**src/design/cdfpts_pkg.sv**
```systemverilog
package cdfpts_pkg;

  localparam int ENTRIES_DEF = 4096;
  localparam int FRAC_DEF = 16;
  localparam int CFG_W = 13;
  localparam int IDX_W = 12;
  localparam int COORD_W = 32;
  localparam int WGT_W = 17;
  localparam int RND_W = 16;

  localparam logic [1:0] CMD_LOAD_WEIGHT = 2'd0;
  localparam logic [1:0] CMD_LOAD_CORNER = 2'd1;
  localparam logic [1:0] CMD_SAMPLE = 2'd2;

  typedef enum logic [1:0] {
    OP_LOAD_WEIGHT,
    OP_LOAD_CORNER,
    OP_SAMPLE
  } op_t;

  typedef struct packed {
    op_t                 op;
    logic [IDX_W-1:0]    entry_index;
    logic [1:0]          corner;
    logic [COORD_W-1:0]  coord_x;
    logic [COORD_W-1:0]  coord_y;
    logic [COORD_W-1:0]  coord_z;
    logic [WGT_W-1:0]    cum_weight;
    logic [RND_W-1:0]    pick_random;
    logic [RND_W-1:0]    rand_s;
    logic [RND_W-1:0]    rand_t;
    logic [RND_W-1:0]    rand_u;
  } item_t;

  typedef enum logic [2:0] {
    ST_IDLE,
    ST_EXEC,
    ST_SEARCH,
    ST_CORNER,
    ST_DRAIN,
    ST_OUT
  } st_t;

endpackage

```
**src/design/cdfpts_if.sv**
```systemverilog
interface cdfpts_req_if;
  logic                                 valid;
  logic                                 ready;
  logic [1:0]                           cmd;
  logic [cdfpts_pkg::IDX_W-1:0]         entry_index;
  logic [1:0]                           corner;
  logic signed [cdfpts_pkg::COORD_W-1:0] coord_x;
  logic signed [cdfpts_pkg::COORD_W-1:0] coord_y;
  logic signed [cdfpts_pkg::COORD_W-1:0] coord_z;
  logic [cdfpts_pkg::WGT_W-1:0]         cum_weight;
  logic [cdfpts_pkg::RND_W-1:0]         pick_random;
  logic [cdfpts_pkg::RND_W-1:0]         rand_s;
  logic [cdfpts_pkg::RND_W-1:0]         rand_t;
  logic [cdfpts_pkg::RND_W-1:0]         rand_u;

  modport source (output valid, cmd, entry_index, corner, coord_x, coord_y, coord_z,
                  cum_weight, pick_random, rand_s, rand_t, rand_u, input ready);
  modport sink (input valid, cmd, entry_index, corner, coord_x, coord_y, coord_z,
                cum_weight, pick_random, rand_s, rand_t, rand_u, output ready);
endinterface


```
**src/design/cdfpts_front.sv**
```systemverilog
module cdfpts_front #(
  parameter int ENTRIES = cdfpts_pkg::ENTRIES_DEF
) (
  input  logic              clk,
  input  logic              rst,
  cdfpts_req_if.sink        req,
  output logic              q_valid,
  input  logic              q_ready,
  output cdfpts_pkg::item_t q_item
);

  localparam int DEPTH = 4;

  cdfpts_pkg::item_t fifo [DEPTH];
  logic [1:0] wptr;
  logic [1:0] rptr;
  logic [2:0] fill;
  logic       keep;
  logic       push;
  logic       pop;
  cdfpts_pkg::op_t op;
  logic       in_range;

  assign in_range = {20'd0, req.entry_index} < 32'(ENTRIES);

  always_comb begin
    op = cdfpts_pkg::OP_SAMPLE;
    keep = 1'b0;
    unique case (req.cmd)
      cdfpts_pkg::CMD_LOAD_WEIGHT: begin
        op = cdfpts_pkg::OP_LOAD_WEIGHT;
        keep = in_range;
      end
      cdfpts_pkg::CMD_LOAD_CORNER: begin
        op = cdfpts_pkg::OP_LOAD_CORNER;
        keep = in_range;
      end
      cdfpts_pkg::CMD_SAMPLE: begin
        op = cdfpts_pkg::OP_SAMPLE;
        keep = 1'b1;
      end
      default: begin
        keep = 1'b0;
      end
    endcase
  end

  assign req.ready = fill != 3'(DEPTH);
  assign push = req.valid && req.ready && keep;
  assign q_valid = fill != 3'd0;
  assign pop = q_valid && q_ready;
  assign q_item = fifo[rptr];

  always_ff @(posedge clk) begin
    if (push) begin
      fifo[wptr] <= '{op: op, entry_index: req.entry_index, corner: req.corner,
                      coord_x: req.coord_x, coord_y: req.coord_y, coord_z: req.coord_z,
                      cum_weight: req.cum_weight, pick_random: req.pick_random,
                      rand_s: req.rand_s, rand_t: req.rand_t, rand_u: req.rand_u};
    end
    if (rst) begin
      wptr <= '0;
      rptr <= '0;
      fill <= '0;
    end else begin
      if (push) wptr <= wptr + 2'd1;
      if (pop) rptr <= rptr + 2'd1;
      fill <= fill + 3'(push) - 3'(pop);
    end
  end

endmodule

```
**src/flat_wrapper.sv**
```systemverilog
// flat-port wrapper written by rule: the top's interface ports become plain ports
module cdfpts_front_flat 
#(
  parameter int ENTRIES = cdfpts_pkg::ENTRIES_DEF
)
  (clk, rst, q_valid, q_ready, q_item, req_valid, req_cmd, req_entry_index, req_corner, req_coord_x, req_coord_y, req_coord_z, req_cum_weight, req_pick_random, req_rand_s, req_rand_t, req_rand_u, req_ready);
  cdfpts_req_if req_i ();
  input  logic clk;
  input  logic rst;
  output logic q_valid;
  input  logic q_ready;
  output cdfpts_pkg::item_t q_item;
  input wire logic [$bits(req_i.valid)-1:0] req_valid;
  input wire logic [$bits(req_i.cmd)-1:0] req_cmd;
  input wire logic [$bits(req_i.entry_index)-1:0] req_entry_index;
  input wire logic [$bits(req_i.corner)-1:0] req_corner;
  input wire logic [$bits(req_i.coord_x)-1:0] req_coord_x;
  input wire logic [$bits(req_i.coord_y)-1:0] req_coord_y;
  input wire logic [$bits(req_i.coord_z)-1:0] req_coord_z;
  input wire logic [$bits(req_i.cum_weight)-1:0] req_cum_weight;
  input wire logic [$bits(req_i.pick_random)-1:0] req_pick_random;
  input wire logic [$bits(req_i.rand_s)-1:0] req_rand_s;
  input wire logic [$bits(req_i.rand_t)-1:0] req_rand_t;
  input wire logic [$bits(req_i.rand_u)-1:0] req_rand_u;
  output wire logic [$bits(req_i.ready)-1:0] req_ready;
  assign req_i.valid = req_valid;
  assign req_i.cmd = req_cmd;
  assign req_i.entry_index = req_entry_index;
  assign req_i.corner = req_corner;
  assign req_i.coord_x = req_coord_x;
  assign req_i.coord_y = req_coord_y;
  assign req_i.coord_z = req_coord_z;
  assign req_i.cum_weight = req_cum_weight;
  assign req_i.pick_random = req_pick_random;
  assign req_i.rand_s = req_rand_s;
  assign req_i.rand_t = req_rand_t;
  assign req_i.rand_u = req_rand_u;
  assign req_ready = req_i.ready;
  cdfpts_front #(.ENTRIES(ENTRIES)) u_core (.clk(clk), .rst(rst), .req(req_i), .q_valid(q_valid), .q_ready(q_ready), .q_item(q_item));
endmodule
```
**config.mk**
```make
export PLATFORM = sky130hd
export DESIGN_NAME = cdfpts_front_flat
export DESIGN_NICKNAME = d
export VERILOG_FILES = /design/src/design/cdfpts_pkg.sv /design/src/design/cdfpts_if.sv /design/src/design/cdfpts_front.sv /design/src/flat_wrapper.sv
export SDC_FILE = /design/constraint.sdc
export NUM_CORES = 1
export LEC_CHECK = 0
export BUFFER_PORTS_ARGS = -buffer_cell sky130_fd_sc_hd__buf_2
export CORE_ASPECT_RATIO = 0.5
export CORE_MARGIN = 10
export CORE_UTILIZATION = 51
export CTS_CLUSTER_DIAMETER = 50
export CTS_CLUSTER_SIZE = 12
export DETAILED_ROUTE_END_ITERATION = 10
export PLACE_DENSITY = 0.75
export SETUP_SLACK_MARGIN = 0.1
export SYNTH_ARGS = -nofsm -noshare
export SYNTH_HDL_FRONTEND = slang
export SYNTH_SLANG_ARGS = --single-unit
export TNS_END_PERCENT = 1
```
**constraint.sdc**
```tcl
create_clock -name clk -period 7.35 [get_ports clk]
set_clock_uncertainty 0.15 [all_clocks]
set_input_delay 1.47 -clock clk [delete_from_list [all_inputs] [get_ports clk]]
set_output_delay 1.47 -clock clk [all_outputs]
set_load 0.02 [all_outputs]
```
### Word-level counts from Yosys, hierarchy flattened

Memories as Yosys holds them, arrays and structs flattened. A register that Yosys moved wholly into a read port is not among the register bits.
Cells that the tools add are included.
W data, S select, Z words.

| cells by class | value |
|---|---|
| $add $sub $neg | 4 |
| multiply operators | 0 |
| div/mod/pow operators | 0 |
| order comparisons | 0 |
| equality and inequality tests | 3 |
| shifts and indexed selects | 0 |
| mux-type cells | 6 |
| bitwise gates (word level) | 0 |
| reductions and logical operators | 6 |

Operator list:

| cell | number |
|---|---|
| $add A2 B1 Y2 const B | 2 |
| $mux W2 | 2 |
| $pmux W2 S2 | 1 |
| $add A3 B1 Y3 | 1 |
| $logic_and A1 B1 Y1 | 3 |
| $mux W1 | 3 |
| $ne A3 B3 Y1 const B | 1 |
| $reduce_bool A3 Y1 | 1 |
| $reduce_or A3 Y1 | 1 |
| $sub A3 B1 Y3 | 1 |
| $eq A2 B1 Y1 const B | 1 |
| $eq A2 B2 Y1 const B | 1 |
| $logic_not A2 Y1 | 1 |

| word-level totals | value |
|---|---|
| flip-flop bits (word level) | 7 |
| latch bits | 0 |
| memory bits (writable) | 772 |
| ROM bits | 0 |
| output and inout port bits | 195 |
| word-level logic and storage cells | 23 |
| memories | 1 |

Memories:

| name | depth | bits a word | rd ports | clocked after Yosys merged registers in | wr ports | RTL line | text |
|---|---|---|---|---|---|---|---|
| u_core.fifo | 4 | 193 | 1 | 1 | 1 | cdfpts_front.sv:14 | `cdfpts_pkg::item_t fifo [DEPTH];` |

### Longest topological paths before layout

Gate-level depths: netlist of run 1.

| depth | value |
|---|---|
| depth after elaboration | 6 |
| depth in mapped cells | 8 |
| gate-level depth less buffers | 8 |

### Worst setup path after synthesis of run 1

Ideal clock, no wire load.

| timing path | value |
|---|---|
| path type | input port to flip-flop |
| start point | in req_cmd[0] |
| end point | mem u_core.fifo[2][0] (netlist name) (enable) |
| setup time | 0.577 ns |
| arrival | 6.291 ns |
| required time | 6.623 ns |
| slack | 0.332 ns |
| cell stages on the path | 2 |
| path buffers | 0 |
| path through | a221oi_4 -> and2_1 |

| on the way | value |
|---|---|
| longest elaborated chain between the ends | 6 |

RTL lines:

| item | RTL line | text |
|---|---|---|
| start, declared | flat_wrapper.sv:14 | `input wire logic [$bits(req_i.cmd)-1:0] req_cmd;` |
| $eq A2 B1 Y1, or another cell as far along | cdfpts_front.sv:29 | `unique case (req.cmd)` |
| $reduce_or A3 Y1 (no line) (*) | n/a |  |
| $mux W1 (*) | cdfpts_front.sv:29 |  |
| $logic_and A1 B1 Y1 (*) | cdfpts_front.sv:49 | `assign push = req.valid && req.ready && keep;` |
| $mux W1 (*) | cdfpts_front.sv:55 | `if (push) begin` |
| $mux W1 (implied by the code) (*) | cdfpts_front.sv:56 | `fifo[wptr] <= '{op: op, entry_index: req.entry_index, corner: req.corner,` |
| end, declared | cdfpts_front.sv:14 |  |

Mark *: on every way between the ends. The rest lies on a longest branch, timed or not.

==> results.json, run 1 <==
{
  "status": "completed",
  "drt_wl_total_um": 59100,
  "worst_supply_voltage_drop_on_vdd_v": 0.000226,
  "layout.nets": 1700,
  "largest_net_degree_at_the_start_of_global_routing": 106,
  "ant_nets": 0,
  "detail_route.iter0.violations": 1011,
  "first_pass_iters": 5,
  "grt_remaining_overflow": 0,
  "worst_setup_path_endpoint": "q_item[125]",
  "setup_viol": 0,
  "cts-hold-fix-buffers": 0,
  "required_worst_endpoint_ns": 5.73,
  "hold_viol_final": 0,
  "timing.hold.ws_ns": 0.413,
  "post_drt_via_cell_ratio": 5.52,
  "drv.max_cap_violation_count": 0,
  "gr-usage-all-layers": 0.175,
  "yosys_warnings": 0,
  "synth-edff-count": 772,
  "clkLatencyLatePin_ns": 0.60,
  "final_max_slew_viol_count": 0,
  "finalCritPeriodShare": 0.635,
  "rsz0062_at_grt": "false",
  "start_util": 0.514,
  "post-cts-setup-buffers": 0,
  "power_density_over_cell_area_nw_per_um2": 349,
  "clock-root-buffer": "sky130_fd_sc_hd__clkbuf_16",
  "row_count": 61,
  "synth.ff_latch_count": 781,
  "fin_tns_setup_ns": 0,
  "cts.path.max_buffers": 3,
  "postSynthAreaPerCell_um2": 26.9,
  "drive_above_1_share": 0.450,
  "clock_sinks": 781,
  "finished_cell_area_um2": 33300,
  "initial_antenna_violation_count": 19,
  "post-route-min-period_ns": 4.67,
  "clock_tree_from_tritoncts": "done",
  "critical_path_maximum_fanout": 95,
  "rrSetupSlack_ns": 4.14,
  "yosysSeqAreaShare": 0.821,
  "post_dp_cell_area_um2": 31100,
  "via_count": 12708,
  "max_slew_margin": 0.184,
  "max_clock_freq_mhz": 214,
  "critPathArrivalTime_ns": 3.05,
  "regToRegStartpoint": "u_core.fill[1]$_SDFF_PP0_",
  "cts_resized": 0,
  "residual_drc": 0,
  "chipWidth_um": 354,
  "setup.worst_path.start_class": "flop",
  "min-delay-start": "u_core.rptr[0]$_SDFFE_PP0P_",
  "numPortBuffers": 391,
  "fin_util": 0.600,
  "global_route_wire_length_before_repair_um": 87100,
  "cts_buffers": 75,
  "route.detailed.wl_per_inst_um": 25.7,
  "critical_path_class": "flop to output pin",
  "clock_slew_seen_by_the_registers_of_the_worst_setup_and_hold_paths_ns": 0.05,
  "synthFlopType": "sky130_fd_sc_hd__edfxtp_1",
  "hpwl_um": 37300,
  "synth.net_count": 1264,
  "asyncSetResetFlopFracSynth": 0,
  "worstRegToRegCells": 4,
  "floorplan.core_area_um2": 55400,
  "netlist_instances": 1060,
  "synth_area_um2": 28500,
  "critical_path.reg2reg.endpoint": "u_core.fifo[3][39]$_DFFE_PP_",
  "final.fill_count": 3773,
  "gp_congestion": 0.743,
  "cts-htree-levels": 3,
  "worst_margin_slew_ns": 1.22,
  "syn2layout_area_growth_pct": 16.9,
  "synth.distinct_cells": 25,
  "setup.worst_path.end_class": "output pin",
  "leakage_nw": 10.9,
  "first_global_vias": 13555,
  "worst_hold_class": "flop to flop",
  "die-height_um": 187,
  "die_outline_area_um2": 66200,
  "floorplan.io_pins": 392
}
## worst min path at each step
| stage | to | slack (ns) | depth (start not counted) |
|---|---|---|---|
| 3_3_place_gp | u_core.wptr[1]$_SDFFE_PP0P_ | 0.35 | 2 |
| 3_5_place_dp | flop | 0.39 | 2 |
| 5_1_grt | u_core.wptr[1]$_SDFFE_PP0P_ | 0.44 | 2 |
| 6_report | flop | 0.41 | 2 |
| 2_1_floorplan | u_core.wptr[1]$_SDFFE_PP0P_ | 0.33 | 2 |
| 4_1_cts | flop | 0.41 | 2 |
## sequential cells by signal, summed over array words and instances, names as in the netlist, named ones only
register	cells
u_core.fill	3
u_core.fifo	772
u_core.wptr	2
u_core.rptr	2
## cells in the mapped netlist (all sizes together) (2+ instances only)
cell | n | area share
edfxtp | 772 | 0.81
mux4 | 193 | 0.15
buf | 41 | 0.015
dfxtp | 9 | 0.0063
inv | 7 | 0.00092
nor2 | 7 | 0.00092
ha | 6 | 0.0026
and2 | 4 | 0.00088
clkbuf | 4 | 0.00053
nor2b | 3 | 0.00066
xnor2 | 3 | 0.00092
nand2b | 2 | 0.00044
## cell type report
type                    instances  area, um^2  area share
well taps                     756         946      0.0284
diodes                         18        45.0     0.00135
clock inverters                 7        70.1     0.00211
clock buffers                 102        2040      0.0614
inverters                       7        26.3    0.000790
multi-input cells             227        4640       0.140
flip-flops and latches        781       23400       0.702
repair buffers                404        2130      0.0640
## cells by family (layout without fill, tap and decap cells)
| family | count (synthesis) | count (layout) | synth area share |
|---|---|---|---|
| XOR/XNOR | 4 | 4 | 0.00123 |
| multiplexers | 195 | 195 | 0.153 |
| AND/OR/NAND/NOR | 18 | 18 | 0.00325 |
| flip-flops | 781 | 781 | 0.821 |
| adder cells (fa/ha/maj) | 7 | 7 | 0.00334 |
| buffers and inverters | 52 | 520 | 0.0165 |
| AO/OA/AOI/OAI | 3 | 3 | 0.00154 |
| other | 0 | 18 | 0 |
## critical path, cell delays in order, from the launching register on
cell,delay [ns]
sky130_fd_sc_hd__dfxtp_4,0.86
sky130_fd_sc_hd__buf_12,0.61
sky130_fd_sc_hd__mux4_2,0.61
sky130_fd_sc_hd__buf_2,0.20
## cell usage in the layout, fill, tap and decap left out, drive strengths merged
| cell type | count |
|---|---|
| edfxtp | 772 |
| dfxtp | 9 |
| nor2b | 3 |
| diode | 18 |
| clkbuf | 102 |
| fa | 1 |
| buf | 404 |
| nand2b | 2 |
| mux2 | 1 |
| xor2 | 1 |
| xnor2 | 3 |
| o31a | 1 |
| or3 | 1 |
| o311ai | 1 |
| a221oi | 1 |
| and2 | 4 |
| mux2i | 1 |
| clkinv | 3 |
| mux4 | 193 |
| ha | 6 |
| nand2 | 1 |
| inv | 11 |
| nor2 | 7 |
## layer usage
metal	routed length, um	track usage
met1	20100	0.187
met2	34200	0.329
met3	2310	0.0298
met4	2460	0.0895
met5	0	0
## per-stage QoR
step,total power (W),setup slack [ns],cells
after detailed placement,0.00833,2.98,2175
after floorplan,0.00756,0.332,1060
final,0.0116,2.68,2302
after global routing,0.0121,2.37,2302
after global placement,0.00828,3.11,2175
after CTS,0.0118,2.55,2284
## where the power goes
part / switching, W / internal, W / leakage (nW) / total (W)
Clock: 0.00151 / 0.00193 / 1.02 / 0.00344
Sequential: 0.000155 / 0.00526 / 7.11 / 0.00542
Combinational: 0.00162 / 0.00114 / 2.79 / 0.00276
Total: 0.00328 / 0.00833 / 10.9 / 0.0116
No activity file was read; power rests on OpenSTA's default activity.
==> run 2: changes to the inputs <==
--- a/config.mk
+++ b/config.mk
@@ -5,14 +5,15 @@
 export SDC_FILE = /design/constraint.sdc
 export NUM_CORES = 1
 export LEC_CHECK = 0
+export ABC_AREA = 1
 export BUFFER_PORTS_ARGS = -buffer_cell sky130_fd_sc_hd__buf_2
 export CORE_ASPECT_RATIO = 0.5
 export CORE_MARGIN = 10
-export CORE_UTILIZATION = 51
+export CORE_UTILIZATION = 52
 export CTS_CLUSTER_DIAMETER = 50
 export CTS_CLUSTER_SIZE = 12
 export DETAILED_ROUTE_END_ITERATION = 10
-export PLACE_DENSITY = 0.75
+export PLACE_DENSITY = 0.76
 export SETUP_SLACK_MARGIN = 0.1
 export SYNTH_ARGS = -nofsm -noshare
 export SYNTH_HDL_FRONTEND = slang
==> constraint.sdc (replaced) <==
create_clock -name clk -period 4.05 [get_ports clk]
set_clock_uncertainty 0.15 [all_clocks]
set_input_delay 0.81 -clock clk [delete_from_list [all_inputs] [get_ports clk]]
set_output_delay 0.81 -clock clk [all_outputs]
set_load 0.02 [all_outputs]
==> run 2 against run 1 <==
Worst hold slack got worse by 0.15 ns. Die area is 0.25% higher. Non-clock buffer count increased by 12. Synthesized cell count grew 83%. Largest power group unchanged.
==> results.json, run 2 <==
{
  "status": "completed",
  "yosys_warnings": 0,
  "layout.nets": 2509,
  "syn2layout_area_growth_pct": 16.1,
  "first_pass_iters": 5,
  "synth-edff-count": 772,
  "reg.largest.list": "u_core.fifo (772), u_core.fill (3)",
  "setup.worst_path.end_class": "output pin",
  "pwr-share-seq": 0.456,
  "hpwl_um": 39100,
  "drt_wl_total_um": 68600,
  "ant_nets": 0,
  "grt_remaining_overflow": 0,
  "gr-usage-all-layers": 0.195,
  "seq_area_um2": 23400,
  "critical_path_class": "flop to output pin",
  "critical_path_maximum_fanout": 75,
  "post-route-min-period_ns": 3.67,
  "detail_route.iter0.violations": 1705,
  "cts-htree-levels": 3,
  "finalCritPeriodShare": 0.905,
  "hold_viol_final": 0,
  "synth_top_area_share": 0.797,
  "largest_net_degree_at_the_start_of_global_routing": 145,
  "cts-hold-fix-buffers": 0,
  "first_global_vias": 17087,
  "finished_cell_area_um2": 33800,
  "max_clock_freq_mhz": 273,
  "postSynthAreaPerCell_um2": 15.0,
  "drive_above_1_share": 0.219,
  "global_route_wire_length_before_repair_um": 101000,
  "drv.max_cap_violation_count": 0,
  "mostFrequentLayoutCell": "sky130_fd_sc_hd__edfxtp_1",
  "setup.worst_path.start_class": "flop",
  "synth.ff_latch_count": 781,
  "numPortBuffers": 391,
  "worst_margin_slew_ns": 0.808,
  "floorplan.io_pins": 392,
  "leakage_nw": 11.6,
  "row_count": 61,
  "asyncSetResetFlopFracSynth": 0,
  "synth_area_um2": 29100,
  "timing.hold.ws_ns": 0.259,
  "post-cts-setup-buffers": 0,
  "internal_power_w": 0.0145,
  "largest_register_ff_count": 772,
  "synth.net_count": 2144,
  "required_worst_endpoint_ns": 3.09,
  "clock_sinks": 781,
  "clock_network_fraction_of_design_power": 0.294,
  "clock-root-buffer": "sky130_fd_sc_hd__clkbuf_16",
  "report.power.total_w": 0.0214,
  "power_density_over_cell_area_nw_per_um2": 634,
  "worst_supply_voltage_drop_on_vdd_v": 0.000303,
  "post_drt_via_cell_ratio": 5.68,
  "final.fill_count": 4030,
  "chipWidth_um": 355,
  "setup_viol": 0,
  "max_slew_margin": 0.462,
  "cts.path.max_buffers": 3,
  "rsz0062_at_grt": "false",
  "most_frequent_cells_in_the_layout": "772 x sky130_fd_sc_hd__edfxtp_1, 398 x sky130_fd_sc_hd__nor2_1, 391 x sky130_fd_sc_hd__buf_2",
  "synthFlopType": "sky130_fd_sc_hd__edfxtp_1",
  "floorplan.core_area_um2": 55500,
  "worst_hold_class": "input pin to flop",
  "cts_resized": 0,
  "route.detailed.wl_per_inst_um": 22.0,
  "synth.distinct_cells": 20,
  "die-height_um": 187,
  "switching_share": 0.321,
  "post-synth-top-area-cell": "sky130_fd_sc_hd__edfxtp_1",
  "clock_tree_from_tritoncts": "done",
  "largest_register": "u_core.fifo",
  "synth.top_cells.by_area": "sky130_fd_sc_hd__edfxtp_1 80%, sky130_fd_sc_hd__o21ai_0 6.1%, sky130_fd_sc_hd__nor2_1 5.2%",
  "yosysSeqAreaShare": 0.803,
  "pwr-share-comb": 0.250,
  "cts_buffers": 75,
  "residual_drc": 0,
  "die_outline_area_um2": 66400,
  "fin_tns_setup_ns": 0,
  "synth_top_cells_by_count": "772 x sky130_fd_sc_hd__edfxtp_1, 402 x sky130_fd_sc_hd__nor2_1, 352 x sky130_fd_sc_hd__o21ai_0",
  "netlist_instances": 1940,
  "gp_congestion": 0.761,
  "clock_slew_seen_by_the_registers_of_the_worst_setup_and_hold_paths_ns": 0.06,
  "netSwitchingPower_w": 0.00687,
  "start_util": 0.525,
  "via_count": 17674,
  "final_max_slew_viol_count": 0,
  "yosys.cell_count.top_type": "sky130_fd_sc_hd__edfxtp_1",
  "total_area_of_multi_input_combinational_cells_um2": 4880,
  "critPathArrivalTime_ns": 2.71,
  "initial_antenna_violation_count": 25,
  "clkLatencyLatePin_ns": 0.61,
  "post_dp_cell_area_um2": 31600
}
run 2: cell types whose count changed after synthesis, moves of 11 or more:
cell                       delta
sky130_fd_sc_hd__inv_1       +14
sky130_fd_sc_hd__buf_6       +19
sky130_fd_sc_hd__o21ai_1     +34
sky130_fd_sc_hd__buf_12      -11
sky130_fd_sc_hd__nor2_1     +395
sky130_fd_sc_hd__mux4_2     -193
sky130_fd_sc_hd__o21ai_0    +352
sky130_fd_sc_hd__nand2_1     +15
sky130_fd_sc_hd__clkbuf_1    +60
sky130_fd_sc_hd__o22ai_1    +193
run 2: path summary, 6_finish.rpt:
path / from / endpoint / slack (ns) / cells after the start
worst max-delay path: flop / q_item[164] / 0.38 / 4
worst min-delay path: req_rand_s[11] / u_core.fifo[2][43]$_DFFE_PP_ / 0.26 / 1
worst max register to register: u_core.fill[1]$_SDFF_PP0_ / u_core.fill[2]$_SDFF_PP0_ / 1.89 / 10
worst min register to register: u_core.rptr[1]$_SDFFE_PP0P_ / flop / 0.34 / 2
run 2: cell type report:
type	instances	area share
Clock buffer	96	0.0592
Clock inverter	6	0.00307
Multi-Input combinational cell	1009	0.145
Inverter	22	0.00289
Sequential cell	781	0.692
Antenna cell	24	0.00178
Tap cell	756	0.0280
Timing Repair Buffer	416	0.0687
run 2: per-layer routing:
metal	part of all wire	track usage	vias to the layer above
li1	-	-	8065
met1	0.35	0.215	8867
met2	0.55	0.357	575
met3	0.046	0.0324	165
met4	0.050	0.106	2
met5	0.00025	0	-
run 2: critical path, cell delays in order, from the launching register on:
cell                      delay (ns)
sky130_fd_sc_hd__dfxtp_4        0.68
sky130_fd_sc_hd__buf_4          0.65
sky130_fd_sc_hd__o21ai_0        0.19
sky130_fd_sc_hd__o22ai_1        0.28
sky130_fd_sc_hd__buf_2          0.22
run 2: power by group through the flow:
stage                     clock, W  combinational, W  sequential [W]
after floorplan                  0           0.00359         0.00986
after global placement           0           0.00530         0.00989
after detailed placement         0           0.00539         0.00991
after CTS                  0.00639           0.00542         0.00975
after global routing       0.00676           0.00576         0.00979
final                      0.00629           0.00536         0.00975
run 2: per-stage QoR:
step                cells   util  setup slack (ns)
floorplan            1940      -            -0.509
global placement     2984  0.570              1.05
detailed placement   2984  0.570              1.03
CTS                  3086  0.608             0.381
global route         3110  0.609             0.269
finish               3110  0.609             0.384
run 2: logic make-up (layout without fill, tap and decap cells):
family,count (synthesis),in the layout,share of synthesized area
AO/OA/AOI/OAI,581,581,0.108
XOR/XNOR,1,1,0.000301
adder cells (fa/ha/maj),7,7,0.00327
buffers and inverters,150,540,0.0313
flip-flops,781,781,0.803
other,0,24,0
AND/OR/NAND/NOR,420,420,0.0543
==> run 3: changes to the inputs <==
==> constraint.sdc (replaced) <==
create_clock -name clk -period 4.05 [get_ports clk]
set_clock_uncertainty 0.15 [all_clocks]
set_input_delay 0.81 -clock clk [delete_from_list [all_inputs] [get_ports clk]]
set_output_delay 0.81 -clock clk [all_outputs]
set_load 0.005 [all_outputs]
==> run 3 against run 2 <==
Sequential cell count is the same. Fmax down 2.4%. Critical path depth is 1 higher. Routed wire length is 0.69% lower. Cell area rose by 0.20%. Utilization rose by 0.12 points. Combinational power shrank 18%. Die area unchanged. Clock power rose by 1%. Critical path type unchanged. Largest power group unchanged.
==> results.json, run 3 (synthesis gave the netlist of run 2 again) <==
{
  "hold_viol_final": 0,
  "hpwl_um": 38800,
  "post-route-min-period_ns": 3.75,
  "clkLatencyLatePin_ns": 0.60,
  "post_drt_via_cell_ratio": 5.60,
  "gr-usage-all-layers": 0.197,
  "power_density_over_cell_area_nw_per_um2": 604,
  "floorplan.io_pins": 392,
  "first_pass_iters": 5,
  "required_worst_endpoint_ns": 3.09,
  "worst_hold_class": "input pin to flop",
  "clock-root-buffer": "sky130_fd_sc_hd__clkbuf_16",
  "reg.largest.list": "u_core.fifo (772), u_core.fill (3)",
  "largest_register": "u_core.fifo",
  "floorplan.core_area_um2": 55500,
  "route.detailed.wl_per_inst_um": 21.8,
  "final_max_slew_viol_count": 0,
  "critPathArrivalTime_ns": 2.79,
  "critical_path_maximum_fanout": 94,
  "status": "completed",
  "setup_viol": 0,
  "clock_sinks": 781,
  "setup.worst_path.end_class": "output pin",
  "ant_nets": 0,
  "row_count": 61,
  "clock_tree_from_tritoncts": "done",
  "rsz0062_at_grt": "false",
  "final.fill_count": 3983,
  "finalCritPeriodShare": 0.927,
  "drt_wl_total_um": 68100,
  "report.power.total_w": 0.0204,
  "drv.max_cap_violation_count": 0,
  "cts-htree-levels": 3,
  "layout.nets": 2511,
  "setup.worst_path.start_class": "flop",
  "syn2layout_area_growth_pct": 16.3,
  "max_slew_margin": 0.259,
  "post-cts-setup-buffers": 0,
  "via_count": 17453,
  "gp_congestion": 0.798,
  "timing.hold.ws_ns": 0.244,
  "chipWidth_um": 355,
  "leakage_nw": 11.6,
  "die_outline_area_um2": 66400,
  "detail_route.iter0.violations": 1819,
  "global_route_wire_length_before_repair_um": 101000,
  "largest_net_degree_at_the_start_of_global_routing": 261,
  "worst_supply_voltage_drop_on_vdd_v": 0.000510,
  "worst_margin_slew_ns": 1.11,
  "first_global_vias": 17081,
  "critical_path_class": "flop to output pin",
  "die-height_um": 187,
  "clock_slew_seen_by_the_registers_of_the_worst_setup_and_hold_paths_ns": 0.06,
  "numPortBuffers": 391,
  "initial_antenna_violation_count": 20,
  "mostFrequentLayoutCell": "sky130_fd_sc_hd__edfxtp_1",
  "residual_drc": 0,
  "cts_resized": 0,
  "cts.path.max_buffers": 3,
  "drive_above_1_share": 0.219,
  "cts_buffers": 75,
  "start_util": 0.525,
  "cts-hold-fix-buffers": 0,
  "grt_remaining_overflow": 0,
  "max_clock_freq_mhz": 266,
  "most_frequent_cells_in_the_layout": "772 x sky130_fd_sc_hd__edfxtp_1, 398 x sky130_fd_sc_hd__nor2_1, 391 x sky130_fd_sc_hd__buf_2",
  "largest_register_ff_count": 772
}
run 3: worst max-delay path: stages, from the launching register on:
cell and delay [ns]:
sky130_fd_sc_hd__dfxtp_4 0.48, sky130_fd_sc_hd__inv_4 0.11, sky130_fd_sc_hd__buf_4 0.78, sky130_fd_sc_hd__o21ai_0 0.29, sky130_fd_sc_hd__o22ai_1 0.27, sky130_fd_sc_hd__buf_2 0.17
run 3: cell type report:
class                      count  area (um^2)  share of cell area
sequential                   781        23400               0.691
multi-input combinational   1009         4880               0.144
timing repair buffer         418         2370              0.0701
clock buffer                 105         2010              0.0594
tap                          756          946              0.0280
clock inverter                 8          120             0.00355
inverter                      22         97.6             0.00288
antenna                       18         45.0             0.00133
run 3: worst paths after layout:
path | from | endpoint | slack, ns | cells past startpoint
max reg2reg | u_core.fill[1]$_SDFF_PP0_ | u_core.fill[2]$_SDFF_PP0_ | 1.94 | 10
min reg2reg | u_core.rptr[1]$_SDFFE_PP0P_ | flop | 0.40 | 2
max | flop | q_item[16] | 0.30 | 5
min | req_coord_y[13] | u_core.fifo[1][126]$_DFFE_PP_ | 0.24 | 1
run 3: routing by layer:
layer  GRT usage  wire (um)
met3      0.0321       3060
met2       0.365      37900
met1       0.220      24200
met4      0.0879       2840
met5           0         18
run 3: per-stage QoR:
stage	utilization	cell area [um^2]	setup WS [ns]	cells	TNS (ns)
after global routing	0.610	33800	0.163	3116	0
after global placement	0.571	31700	1.04	2986	0
after CTS	0.609	33800	0.352	3099	0
after floorplan	-	29200	-0.501	1940	-376.23
after detailed placement	0.571	31700	1.02	2986	0
final	0.610	33800	0.295	3117	0
run 3: report_power, final:
group          total, W  internal (W)  switching, W
logic           0.00438       0.00148       0.00290
registers       0.00970       0.00955      0.000155
clock network   0.00635       0.00347       0.00288
total            0.0204        0.0145       0.00593
